`src/hdl/dst_pkg.sv`:
```
// Shared constants and types for the device slot table.
`timescale 1ns / 1ps
`default_nettype none

package dst_pkg;

	// Table geometry
	localparam int ENTRIES = 16;
	localparam int IDX_W   = $clog2(ENTRIES);

	// Field widths
	localparam int REQ_W    = 2;
	localparam int ADDR_W   = 48;
	localparam int SLOT_W   = 4;
	localparam int HANDLE_W = 8;
	localparam int ATTR_W   = 16;
	localparam int SUBCL_W  = 8;
	localparam int APP_W    = 8;
	localparam int RES_W    = 5;

	// Request codes
	localparam logic [REQ_W-1:0] REQ_FIND  = 2'd0;
	localparam logic [REQ_W-1:0] REQ_ADD   = 2'd1;
	localparam logic [REQ_W-1:0] REQ_CLEAN = 2'd2;

	// Table update broadcast to every cell
	typedef enum logic [1:0] {
		CMT_ALLOC,
		CMT_ADD,
		CMT_CLEAR
	} cmt_op_t;

	typedef struct packed {
		logic             en;
		cmt_op_t          op;
		logic [IDX_W-1:0] idx;
	} cmt_t;

	// Scan token handed from cell to cell
	typedef struct packed {
		logic             vld;
		logic             hit;
		logic [IDX_W-1:0] hit_idx;
		logic             free;
		logic [IDX_W-1:0] free_idx;
	} scan_t;

endpackage

`default_nettype wire

```
`src/hdl/dst_if.sv`:
```
// Request and response channel interfaces of the device slot table.
`timescale 1ns / 1ps
`default_nettype none

interface dst_in_if;
	logic                          valid;
	logic                          ready;
	logic [dst_pkg::REQ_W-1:0]     req_type;
	logic [dst_pkg::ADDR_W-1:0]    dev_addr;
	logic [dst_pkg::SLOT_W-1:0]    slot;
	logic [dst_pkg::HANDLE_W-1:0]  dev_handle;
	logic [dst_pkg::ATTR_W-1:0]    attr_bits;
	logic [dst_pkg::SUBCL_W-1:0]   dev_subclass;
	logic [dst_pkg::APP_W-1:0]     application_id;

	modport source (
		output valid, req_type, dev_addr, slot, dev_handle, attr_bits,
		       dev_subclass, application_id,
		input  ready
	);
	modport sink (
		input  valid, req_type, dev_addr, slot, dev_handle, attr_bits,
		       dev_subclass, application_id,
		output ready
	);
endinterface

interface dst_out_if;
	logic                       valid;
	logic                       ready;
	logic [dst_pkg::RES_W-1:0]  slot_result;
	logic                       matched;

	modport source (output valid, slot_result, matched, input ready);
	modport sink (input valid, slot_result, matched, output ready);
endinterface

`default_nettype wire

```
`src/hdl/dst_cell.sv`:
```
// One table entry: address and used flag, plus one step of the lookup scan.
`timescale 1ns / 1ps
`default_nettype none

module dst_cell (
	input  wire logic                       clk,
	input  wire logic                       arst_n,
	input  wire logic [dst_pkg::IDX_W-1:0]  cell_idx,
	input  wire logic [dst_pkg::ADDR_W-1:0] query,
	input  wire logic                       query_nz,
	input  wire dst_pkg::scan_t             scan_in,
	output dst_pkg::scan_t                  scan_out,
	input  wire dst_pkg::cmt_t              cmt
);
	import dst_pkg::*;

	logic [ADDR_W-1:0] addr_q;
	logic              used_q;
	scan_t             scan_q;
	scan_t             scan_nxt;
	logic              match;

	// Fold this entry into the running first-hit / first-free search
	always_comb begin
		match             = query_nz && (addr_q == query);
		scan_nxt.vld      = scan_in.vld;
		scan_nxt.hit      = scan_in.hit | match;
		scan_nxt.hit_idx  = scan_in.hit ? scan_in.hit_idx : cell_idx;
		scan_nxt.free     = scan_in.free | ~used_q;
		scan_nxt.free_idx = scan_in.free ? scan_in.free_idx : cell_idx;
	end

	// Token register toward the next cell
	always_ff @(posedge clk or negedge arst_n) begin
		if (!arst_n) begin
			scan_q <= '0;
		end else begin
			scan_q <= scan_nxt;
		end
	end

	assign scan_out = scan_q;

	// Entry contents, updated by the broadcast commit
	always_ff @(posedge clk or negedge arst_n) begin
		if (!arst_n) begin
			addr_q <= '0;
			used_q <= 1'b0;
		end else if (cmt.en && (cmt.idx == cell_idx)) begin
			case (cmt.op)
				CMT_ALLOC: begin
					addr_q <= query;
				end
				CMT_ADD: begin
					used_q <= 1'b1;
				end
				CMT_CLEAR: begin
					addr_q <= '0;
					used_q <= 1'b0;
				end
				default: begin
					used_q <= used_q;
				end
			endcase
		end
	end

endmodule

`default_nettype wire

```
`src/hdl/device_slot_table_core.sv`:
```
// Top level of the device slot table: request control, cell chain, result register.
// A find request walks a token once down a chain of ENTRIES cells, one cell per
// clock, collecting the first address hit and the first unused entry; if there
// is no hit, the first unused entry then takes the address, in the same cycle
// that the result is loaded into the output register. A find passes launch_q,
// the cells and fin_q; add, clean up and the unused request code skip the chain.
// One request is in the block at a time; a new request is taken while the
// previous result still waits in the output register.
`timescale 1ns / 1ps
`default_nettype none

module device_slot_table_core (
	input  wire logic  clk,
	input  wire logic  arst_n,
	dst_in_if.sink     request,
	dst_out_if.source  response
);
	import dst_pkg::*;

	typedef enum logic [1:0] {
		ST_IDLE,
		ST_SCAN,
		ST_DONE
	} state_t;

	state_t             state_q;
	logic               launch_q;
	logic [REQ_W-1:0]   req_type_q;
	logic [ADDR_W-1:0]  addr_q;
	logic [SLOT_W-1:0]  slot_q;
	scan_t              fin_q;
	logic               out_vld_q;
	logic [RES_W-1:0]   res_q;
	logic               matched_q;

	scan_t              chain [0:ENTRIES];
	logic [ENTRIES-1:0] chain_vld;
	cmt_t               cmt_c;
	logic [RES_W-1:0]   res_c;
	logic               matched_c;
	logic               out_free;
	logic               commit;
	logic               slot_ok;
	logic               query_nz;

	assign request.ready = (state_q == ST_IDLE);
	assign out_free      = !out_vld_q || response.ready;
	assign commit        = (state_q == ST_DONE) && out_free;
	assign query_nz      = |addr_q;
	assign slot_ok       = 32'(slot_q) < 32'(ENTRIES);

	// Token entering the chain
	assign chain[0] = scan_t'{vld: launch_q, default: '0};

	// Row of entry cells
	for (genvar i = 0; i < ENTRIES; i++) begin : g_cell
		dst_cell u_cell (
			.clk      (clk),
			.arst_n   (arst_n),
			.cell_idx (IDX_W'(i)),
			.query    (addr_q),
			.query_nz (query_nz),
			.scan_in  (chain[i]),
			.scan_out (chain[i+1]),
			.cmt      (cmt_c)
		);
		assign chain_vld[i] = chain[i+1].vld;
	end

	// Result and table update for the finished request
	always_comb begin
		res_c     = RES_W'(slot_q);
		matched_c = 1'b0;
		cmt_c.en  = 1'b0;
		cmt_c.op  = CMT_ALLOC;
		cmt_c.idx = IDX_W'(slot_q);
		case (req_type_q)
			REQ_FIND: begin
				if (fin_q.hit) begin
					res_c     = RES_W'(fin_q.hit_idx);
					matched_c = 1'b1;
				end else if (fin_q.free) begin
					res_c     = RES_W'(fin_q.free_idx);
					cmt_c.en  = commit;
					cmt_c.idx = fin_q.free_idx;
				end else begin
					res_c = RES_W'(ENTRIES);
				end
			end
			REQ_ADD: begin
				cmt_c.en = commit && slot_ok;
				cmt_c.op = CMT_ADD;
			end
			REQ_CLEAN: begin
				cmt_c.en = commit && slot_ok;
				cmt_c.op = CMT_CLEAR;
			end
			default: begin
				cmt_c.en = 1'b0;
			end
		endcase
	end

	// Control state and output register
	always_ff @(posedge clk or negedge arst_n) begin
		if (!arst_n) begin
			state_q   <= ST_IDLE;
			launch_q  <= 1'b0;
			out_vld_q <= 1'b0;
		end else begin
			// token enters the chain in the cycle after a find is taken
			launch_q <= (state_q == ST_IDLE) && request.valid &&
				(request.req_type == REQ_FIND);
			if (commit) begin
				out_vld_q <= 1'b1;
			end else if (response.ready) begin
				out_vld_q <= 1'b0;
			end
			case (state_q)
				ST_IDLE: begin
					if (request.valid) begin
						req_type_q <= request.req_type;
						addr_q     <= request.dev_addr;
						slot_q     <= request.slot;
						if (request.req_type == REQ_FIND) begin
							state_q <= ST_SCAN;
						end else begin
							state_q <= ST_DONE;
						end
					end
				end
				ST_SCAN: begin
					if (chain[ENTRIES].vld) begin
						fin_q   <= chain[ENTRIES];
						state_q <= ST_DONE;
					end
				end
				ST_DONE: begin
					if (out_free) begin
						res_q     <= res_c;
						matched_q <= matched_c;
						state_q   <= ST_IDLE;
					end
				end
				default: begin
					state_q <= ST_IDLE;
				end
			endcase
		end
	end

	assign response.valid       = out_vld_q;
	assign response.slot_result = res_q;
	assign response.matched     = matched_q;

	// At most one token in the chain
	a_one_token: assert property (@(posedge clk) disable iff (!arst_n)
		$onehot0(chain_vld))
		else $error("more than one scan token in the cell chain");

	// Token leaves the chain only while the controller waits for it
	a_token_in_scan: assert property (@(posedge clk) disable iff (!arst_n)
		chain[ENTRIES].vld |-> state_q == ST_SCAN)
		else $error("scan token finished outside of a scan");

	// A hit always names a real entry
	a_hit_range: assert property (@(posedge clk) disable iff (!arst_n)
		response.valid && response.matched |-> response.slot_result < RES_W'(ENTRIES))
		else $error("matched result with out-of-range slot");

endmodule

`default_nettype wire
```
`src/flat_wrapper.sv`:
```
// flat-port wrapper written by rule: the top's interface ports become plain ports
module device_slot_table_core_flat import dst_pkg::*;
  (clk, arst_n, request_valid, request_req_type, request_dev_addr, request_slot, request_dev_handle, request_attr_bits, request_dev_subclass, request_application_id, request_ready, response_valid, response_slot_result, response_matched, response_ready);
  dst_in_if request_i ();
  dst_out_if response_i ();
  input  wire logic clk;
  input  wire logic arst_n;
  input wire logic [$bits(request_i.valid)-1:0] request_valid;
  input wire logic [$bits(request_i.req_type)-1:0] request_req_type;
  input wire logic [$bits(request_i.dev_addr)-1:0] request_dev_addr;
  input wire logic [$bits(request_i.slot)-1:0] request_slot;
  input wire logic [$bits(request_i.dev_handle)-1:0] request_dev_handle;
  input wire logic [$bits(request_i.attr_bits)-1:0] request_attr_bits;
  input wire logic [$bits(request_i.dev_subclass)-1:0] request_dev_subclass;
  input wire logic [$bits(request_i.application_id)-1:0] request_application_id;
  output wire logic [$bits(request_i.ready)-1:0] request_ready;
  output wire logic [$bits(response_i.valid)-1:0] response_valid;
  output wire logic [$bits(response_i.slot_result)-1:0] response_slot_result;
  output wire logic [$bits(response_i.matched)-1:0] response_matched;
  input wire logic [$bits(response_i.ready)-1:0] response_ready;
  assign request_i.valid = request_valid;
  assign request_i.req_type = request_req_type;
  assign request_i.dev_addr = request_dev_addr;
  assign request_i.slot = request_slot;
  assign request_i.dev_handle = request_dev_handle;
  assign request_i.attr_bits = request_attr_bits;
  assign request_i.dev_subclass = request_dev_subclass;
  assign request_i.application_id = request_application_id;
  assign request_ready = request_i.ready;
  assign response_valid = response_i.valid;
  assign response_slot_result = response_i.slot_result;
  assign response_matched = response_i.matched;
  assign response_i.ready = response_ready;
  device_slot_table_core u_core (.clk(clk), .arst_n(arst_n), .request(request_i), .response(response_i));
endmodule
```
`config.mk`:
```
export PLATFORM = sky130hd
export DESIGN_NAME = device_slot_table_core_flat
export DESIGN_NICKNAME = d
export VERILOG_FILES = /design/src/hdl/dst_pkg.sv /design/src/hdl/dst_if.sv /design/src/hdl/dst_cell.sv /design/src/hdl/device_slot_table_core.sv /design/src/flat_wrapper.sv
export SDC_FILE = /design/constraint.sdc
export NUM_CORES = 2
export LEC_CHECK = 0
export BUFFER_PORTS_ARGS = -buffer_cell sky130_fd_sc_hd__buf_4
export CAP_MARGIN = 20
export CORE_UTILIZATION = 25
export CTS_CLUSTER_DIAMETER = 200
export DETAILED_ROUTE_END_ITERATION = 8
export GPL_TIMING_DRIVEN = 0
export PLACE_DENSITY_LB_ADDON = 0.12
export SYNTH_ARGS = -nofsm -noshare
export SYNTH_HDL_FRONTEND = slang
export SYNTH_SLANG_ARGS = --single-unit
```
`constraint.sdc`:
```
create_clock -name clk -period 2.4 [get_ports clk]
set_input_delay 0.72 -clock clk [delete_from_list [all_inputs] [get_ports clk]]
set_output_delay 0.72 -clock clk [all_outputs]
set_load 0.01 [all_outputs]
```
# Yosys cells after proc, flatten, opt, wreduce, memory -nomap -nowiden
# Cells that the tools add are included.
[totals] out_inout_bits=8 inputBits=98 elab_cells=344 reg_bits=1020
[op_classes] reduce_logical=84 n_mux=50 bitwise=47 n_eq_ne=40
[ops] cell="$eq A48 B48 Y1" n=16
[ops] cell="$mux W4" n=31
[ops] cell="$pmux W48 S2" n=1
[ops] cell="$reduce_and A2 Y1" n=32
[ops] cell="$reduce_or A48 Y1" n=1
[ops] cell="$logic_and A1 B1 Y1" n=35
[ops] cell="$eq A4 B4 Y1 const B" n=8
[ops] cell="$or A1 B1 Y1" n=30
[ops] cell="$not A1 Y1" n=17
[ops] cell="$eq A4 B3 Y1 const B" n=4
[ops] cell="$mux W2" n=6
[ops] cell="$reduce_and A3 Y1" n=4
[ops] cell="$eq A4 B2 Y1 const B" n=2
[ops] cell="$logic_not A2 Y1" n=4
[ops] cell="$mux W1" n=7
[ops] cell="$eq A2 B1 Y1 const B" n=3
[ops] cell="$eq A2 B2 Y1 const B" n=3
[ops] cell="$pmux W2 S3" n=1
[ops] cell="$reduce_bool A2 Y1" n=3
[ops] cell="$mux W5" n=1
[ops] cell="$eq A4 B1 Y1 const B" n=1
[ops] cell="$logic_not A4 Y1" n=1
[ops] cell="$ne A2 B2 Y1 const B" n=2
[ops] cell="$pmux W1 S2" n=2
[ops] cell="other kinds (5)" n=6

# Logic depth before layout (Yosys ltp)
[logic_depth] depth_word=8 mapped_depth=11 mapped_depth_nobuf=7

# Hierarchy
# From an unflattened synthesis, not the netlist that was laid out.
[unflattened] cells_unflattened=4236 area_unflattened_um2=54389.7
[by_module_without_submodules] module="dst_cell" n_inst=16 area_per_inst_um2=3234.4 cells_each=256 seq_area_each_um2=1501.4
[by_module_without_submodules] module="device_slot_table_core" n_inst=1 area_per_inst_um2=2640.0 cells_each=140 seq_area_each_um2=2202.1

# Worst setup path before layout
# Ideal clock, no wire load.
[synth_timing] path_type="register -> register" startpoint="reg u_core.req_type_q[0]" endpoint="reg u_core.g_cell[10].u_cell.addr_q[43]" path_buffers=3 stages_incl_launch_ff=11 setup_slack_ns=-0.099 setup_ns=0.128 required_ns=2.272 arrival_ns=2.371 synth_period_minus_slack_ns=2.499 cell_sequence="edfxtp_1 > inv_1 > ha_1 > nand3b_4 > buf_6 > mux2_4 > or3_4 > nor2_4 > buf_6 > buf_6 > mux2_1"
[synth_between] elab_chain_cells=5 word_cells_on_any_way=14 classes_between="eq/ne (4); mux (4); reduce/logical (6)"
[synth_rtl] element="start: declaration" line_no="device_slot_table_core.sv:28" text="logic [REQ_W-1:0] req_type_q;"
[synth_rtl] element="start signal: assignment" line_no="device_slot_table_core.sv:122" text="req_type_q <= request.req_type;"
[synth_rtl] element="$eq A2 B2 Y1, or another cell as far along" line_no="device_slot_table_core.sv:77" text="case (req_type_q)"
[synth_rtl] element="$pmux W2 S2, or another cell as far along" line_no="device_slot_table_core.sv:77"
[synth_rtl] element="$eq A2 B2 Y1, or another cell as far along" line_no="dst_cell.sv:50" text="case (cmt.op)"
[synth_rtl] element="$reduce_bool A2 Y1 (no source line) or $logic_and A1 B1 Y1 (tied branches)"
[synth_rtl] element="$reduce_and A2 Y1 (no source line)"
[synth_rtl] element="end signal: assignment" line_no="dst_cell.sv:52" text="addr_q <= query;"
[synth_rtl] element="end: declaration" line_no="dst_cell.sv:17" text="logic [ADDR_W-1:0] addr_q;"
# Several ways; a longest one is shown, not always the timed one.
# A chain may end at the register's enable or synchronous reset.

# Worst setup path in the final report
[layout_timing] startpoint="reg u_core.req_type_q[0]" endpoint="reg u_core.g_cell[8].u_cell.addr_q[41]"
[layout_between] elab_chain_cells=5 word_cells_on_any_way=14 classes_between="eq/ne (4); mux (4); reduce/logical (6)"
[layout_rtl] element="$eq A2 B2 Y1, or another cell as far along" line_no="device_slot_table_core.sv:77"
[layout_rtl] element="$pmux W2 S2, or another cell as far along" line_no="device_slot_table_core.sv:77"
[layout_rtl] element="$eq A2 B2 Y1, or another cell as far along" line_no="dst_cell.sv:50"
[layout_rtl] element="$reduce_bool A2 Y1 (no source line) or $logic_and A1 B1 Y1 (tied branches)"
[layout_rtl] element="$reduce_and A2 Y1 (no source line)"
[layout_rtl] element="end signal: assignment" line_no="dst_cell.sv:52"
[layout_rtl] element="end: declaration" line_no="dst_cell.sv:17"
# Several ways; a longest one is shown, not always the timed one.

==> impl_results.rst <==
.. list-table::
   :header-rows: 1

   * - Metric
     - Value
   * - Global-route wire length before repair
     - 264000 µm
   * - Transition at the pin with the smallest max-transition slack
     - 1010 ps
   * - Net load switching power
     - ~17 mW
   * - Die ar.
     - 184000 µm²
   * - Result of the run
     - finished, violations left
   * - CP required
     - 3010 ps
   * - Mean number of vias per cell
     - 4.67
   * - TritonCTS clock tree
     - built
   * - Antenna Nets Post-Route
     - 0
   * - Pre-CTS setup slack
     - -1760 ps
   * - Setup repair after global routing missed its margin
     - true
   * - GR Overflow Total
     - 0
   * - Count of different cell masters after synthesis
     - 38
   * - Sort of element at the start of the critical path
     - register
   * - Met3 wire length
     - ~11000 µm
   * - Post-route fraction of the period consumed by the critical path
     - 117%
   * - Via count of the first global-routing pass
     - just under 30000
   * - Final worst clock skew
     - approximately 85 ps
   * - Part of the power in the clock network
     - 34.7%
   * - Number of primary I/O pins
     - ~110
   * - Share of synthesized cell area in full adder, half adder and majority cells
     - 0.110%
   * - Total internal power
     - ~36 mW
   * - Post-Route Setup TNS
     - -196460 ps
   * - Worst skew pair latency
     - just over 800 ps
   * - Antenna violations before repair
     - 11
   * - EDFF count, synth
     - 70
   * - Depth of the CTS H-tree
     - 3
   * - Die width
     - 429 µm
   * - Fin. max-slew vios
     - 0
   * - Highest signal layer in the routed design
     - met4
   * - Worst EP arrival
     - approximately 3400 ps
   * - Synthesized area per cell
     - 13.7 µm²
   * - Flop and latch count out of synthesis
     - 1004
   * - Mux contribution to synthesized area
     - 19.2%
   * - Metal1 wirelength
     - ~97000 µm
   * - # nets final
     - between 3000 and 4000
   * - Combinational group share of total power
     - ~24%
   * - Max-slew headroom at the worst pin
     - 32.5%
   * - Number of nets in the synthesized netlist
     - 3434
   * - Violations in the final reports
     - hold timing, setup timing
   * - Post-Syn Area
     - 45600 µm²
   * - Clock transition at the registers of the reported paths
     - roughly 60 ps
   * - Number of DRC violations after detailed routing
     - 0
   * - Post-DP HPWL
     - ~140000 µm
   * - Switching share of power
     - 31.8%
   * - XOR/XNOR Fraction of Synth Area
     - 14.7%
   * - Worst vdd rail ir drop
     - 0.000673 V
   * - Routed length per placed instance
     - 31.9 µm
   * - Largest fanout on the critical path
     - 8
   * - CTS sink count
     - 1004
   * - Sequential cell fraction of total power
     - 40.9%
   * - Combinational family with the most area after synthesis
     - multiplexers
   * - Class of the tightest hold or removal check
     - input pin to async pin
   * - Area growth, synth to finish
     - 36.0%
   * - Async set-reset flop share out of synthesis
     - 93.0%
   * - CTS max path bufs
     - 3
   * - Count of warnings emitted by yosys
     - 0
   * - Overall global routing resource usage
     - 21.0%
   * - Count of endpoints failing setup in the final report
     - 773
   * - Crit path setup slack, layout
     - -397 ps
   * - Static power due to leakage
     - 27.2 nW
   * - Post-Synthesis Cells
     - about 3300
   * - Area of the placeable core
     - ~180000 µm²
   * - Number of cell rows
     - 156
   * - Kind of end point of the critical path
     - register
   * - CP Class
     - register to register
   * - Proportion of synthesized chip area in sequential cells
     - a little under three fifths
   * - Detailed-route wire length
     - 201000 µm
   * - # port buffers
     - 65
   * - Minimum clock period
     - 2800 ps
   * - WHS
     - -15.5 ps
   * - Die extent in y
     - 429 µm
   * - Count of vias placed by the detailed router
     - 29315
   * - Clock Root Buffer
     - sky130_fd_sc_hd__clkbuf_16
   * - Fraction of layout cells with a size suffix above 1
     - a little over two fifths
   * - Starting Density
     - 25.2%
   * - Number of failing hold endpoints at the final stage
     - 19
   * - Post-Synth Simple-Gate Area
     - around 6.5%
   * - Share of the synthesized area in compound gates (AO/OA/AOI/OAI)
     - less than 1%
   * - Final weighted congestion in routability-driven placement
     - 0.807
   * - Pre-Repair DR Iteration Count
     - 5
   * - Number of cells traversed by the worst register-to-register path
     - 11
   * - Met2 layer wire length in the routed design
     - 88100 µm
   * - Count of max-cap constraint violations
     - 0
   * - Ys flop type
     - sky130_fd_sc_hd__dfrtp_1
   * - Achievable clock frequency
     - approximately 360 MHz
   * - Initial drt markers
     - 2317
   * - Inserted Clock Buffers
     - 121
   * - PwrDens
     - 840 nW/µm²
   * - Pin count of the biggest net entering global routing
     - 155
stage by stage:
step | std cells | cell area, µm² | hold slack, ps | util [%] | total power [mW]
2_1_floorplan | 3332 | 45700 | 331 | - | 26.9
3_3_place_gp | 5767 | 49100 | 334 | 27.2 | 31.6
3_5_place_dp | 5824 | 50200 | 335 | 27.7 | 32.0
4_1_cts | 6195 | 58500 | -87.3 | 32.3 | 51.3
5_1_grt | 6278 | 62000 | -2.40 | 34.3 | 54.0
6_report | 6283 | 62000 | -15.5 | 34.3 | 52.1
worst paths after layout:
| path | startpoint | to | slack [ps] |
|---|---|---|---|
| setup reg to reg | u_core.req_type_q[0] | u_core.g_cell[8].u_cell.addr_q[41] | -400 |
| hold reg to reg | u_core.g_cell[3].u_cell.scan_out[10] | u_core.g_cell[4].u_cell.scan_out[10] | 320 |
| max in group asynchronous | arst_n | u_core.g_cell[6].u_cell.addr_q[17] | 860 |
| min in group clk | request_slot[1] | u_core.slot_q[1] | 90 |
| setup / recovery | u_core.req_type_q[0] | u_core.g_cell[8].u_cell.addr_q[41] | -400 |
| hold / removal | arst_n | u_core.g_cell[13].u_cell.scan_out[8] | -20 |
state kept, by name, indices dropped and copies added (netlist names), 2 cells and up:
signal                         count
u_core.addr_q                     48
u_core.fin_q                      10
u_core.g_cell.u_cell.addr_q      768
u_core.g_cell.u_cell.scan_out    146
u_core.g_cell.u_cell.used_q       16
u_core.req_type_q                  2
u_core.response.slot_result        5
u_core.slot_q                      4
u_core.state_q                     2
metal layers:
layer | vias to the layer above | track usage (%)
met1 | 15857 | 30.9
li1 | 12503 | -
met3 | 194 | 3.32
met4 | 0 | 4.41
met5 | - | 0
met2 | 761 | 32.0
logic make-up after synthesis:
kind of cell             Yosys count
adder cells (fa/ha/maj)            4
XOR/XNOR                         768
AO/OA/AOI/OAI                     59
AND/OR/NAND/NOR                  468
flip-flops                      1004
multiplexers                     776
buffers and inverters            253
placed cells by master, fill, tap and decap left out, types with 18 or more instances in the layout:
cell type	instances
sky130_fd_sc_hd__nand2b_1	70
sky130_fd_sc_hd__buf_6	60
sky130_fd_sc_hd__buf_8	68
sky130_fd_sc_hd__nor4_1	46
sky130_fd_sc_hd__clkinv_2	18
sky130_fd_sc_hd__clkbuf_8	35
sky130_fd_sc_hd__buf_12	113
sky130_fd_sc_hd__nor2b_2	33
sky130_fd_sc_hd__nand4_1	183
sky130_fd_sc_hd__mux2_4	477
sky130_fd_sc_hd__o21ai_0	22
sky130_fd_sc_hd__dfrtp_1	934
sky130_fd_sc_hd__buf_4	170
sky130_fd_sc_hd__xnor2_2	41
sky130_fd_sc_hd__xor2_1	80
sky130_fd_sc_hd__and2_1	35
sky130_fd_sc_hd__clkbuf_1	71
sky130_fd_sc_hd__mux2_2	278
sky130_fd_sc_hd__buf_16	38
sky130_fd_sc_hd__xnor2_1	634
sky130_fd_sc_hd__clkbuf_16	157
sky130_fd_sc_hd__clkbuf_2	43
sky130_fd_sc_hd__nor4_2	18
sky130_fd_sc_hd__edfxtp_1	70
area by class of cell:
class	instances	area, µm²
antenna	7	17.5
buffer	180	2060
clock buffer	185	3440
clock inverter	37	355
fill	17680	119000
inverter	13	48.8
multi-input combinational	2075	21800
sequential	1004	25500
tap	2370	2970
timing repair buffer	412	5850
worst max-delay path, cell delays in order, from the launching register on:
cell and delay, ps:
sky130_fd_sc_hd__edfxtp_1 430, sky130_fd_sc_hd__inv_2 110, sky130_fd_sc_hd__ha_4 150, sky130_fd_sc_hd__nand3b_4 150, sky130_fd_sc_hd__buf_6 170, sky130_fd_sc_hd__mux2i_4 180, sky130_fd_sc_hd__or3_4 460, sky130_fd_sc_hd__nor2_4 130
sky130_fd_sc_hd__buf_12 150, sky130_fd_sc_hd__buf_12 170, sky130_fd_sc_hd__clkbuf_16 170, sky130_fd_sc_hd__mux2_4 290
power groups by stage:
stage          Clock, mW  Sequential, mW  Combinational, mW
6_report            18.1            21.3               12.7
3_5_place_dp           0            21.4               10.6
3_3_place_gp           0            21.3               10.3
5_1_grt             19.2            21.6               13.3
2_1_floorplan          0            21.0               5.92
4_1_cts             18.6            21.2               11.6
cells in the mapped netlist, drive strengths merged, types with 22 or more instances:
library cell | n | area share (%)
clkbuf | 153 | 1.3
nor4 | 75 | 1.0
o21ai | 22 | 0.24
mux2 | 771 | 19
buf | 87 | 1.5
xor2 | 80 | 1.5
xnor2 | 688 | 13
nand4 | 183 | 2.5
dfrtp | 934 | 51
edfxtp | 70 | 4.6
and2 | 35 | 0.48
nor2b | 52 | 0.71
nand2b | 74 | 1.0
timing repair:
action	4_1_cts	5_1_grt
resized for setup	599	621
buffers inserted	166	69
pin swaps	23	29
setup endpoints to repair	794	792
gates cloned	28	35
endpoints found under the hold margin	93	24
Note: power is estimated with default switching activity, not from simulation.
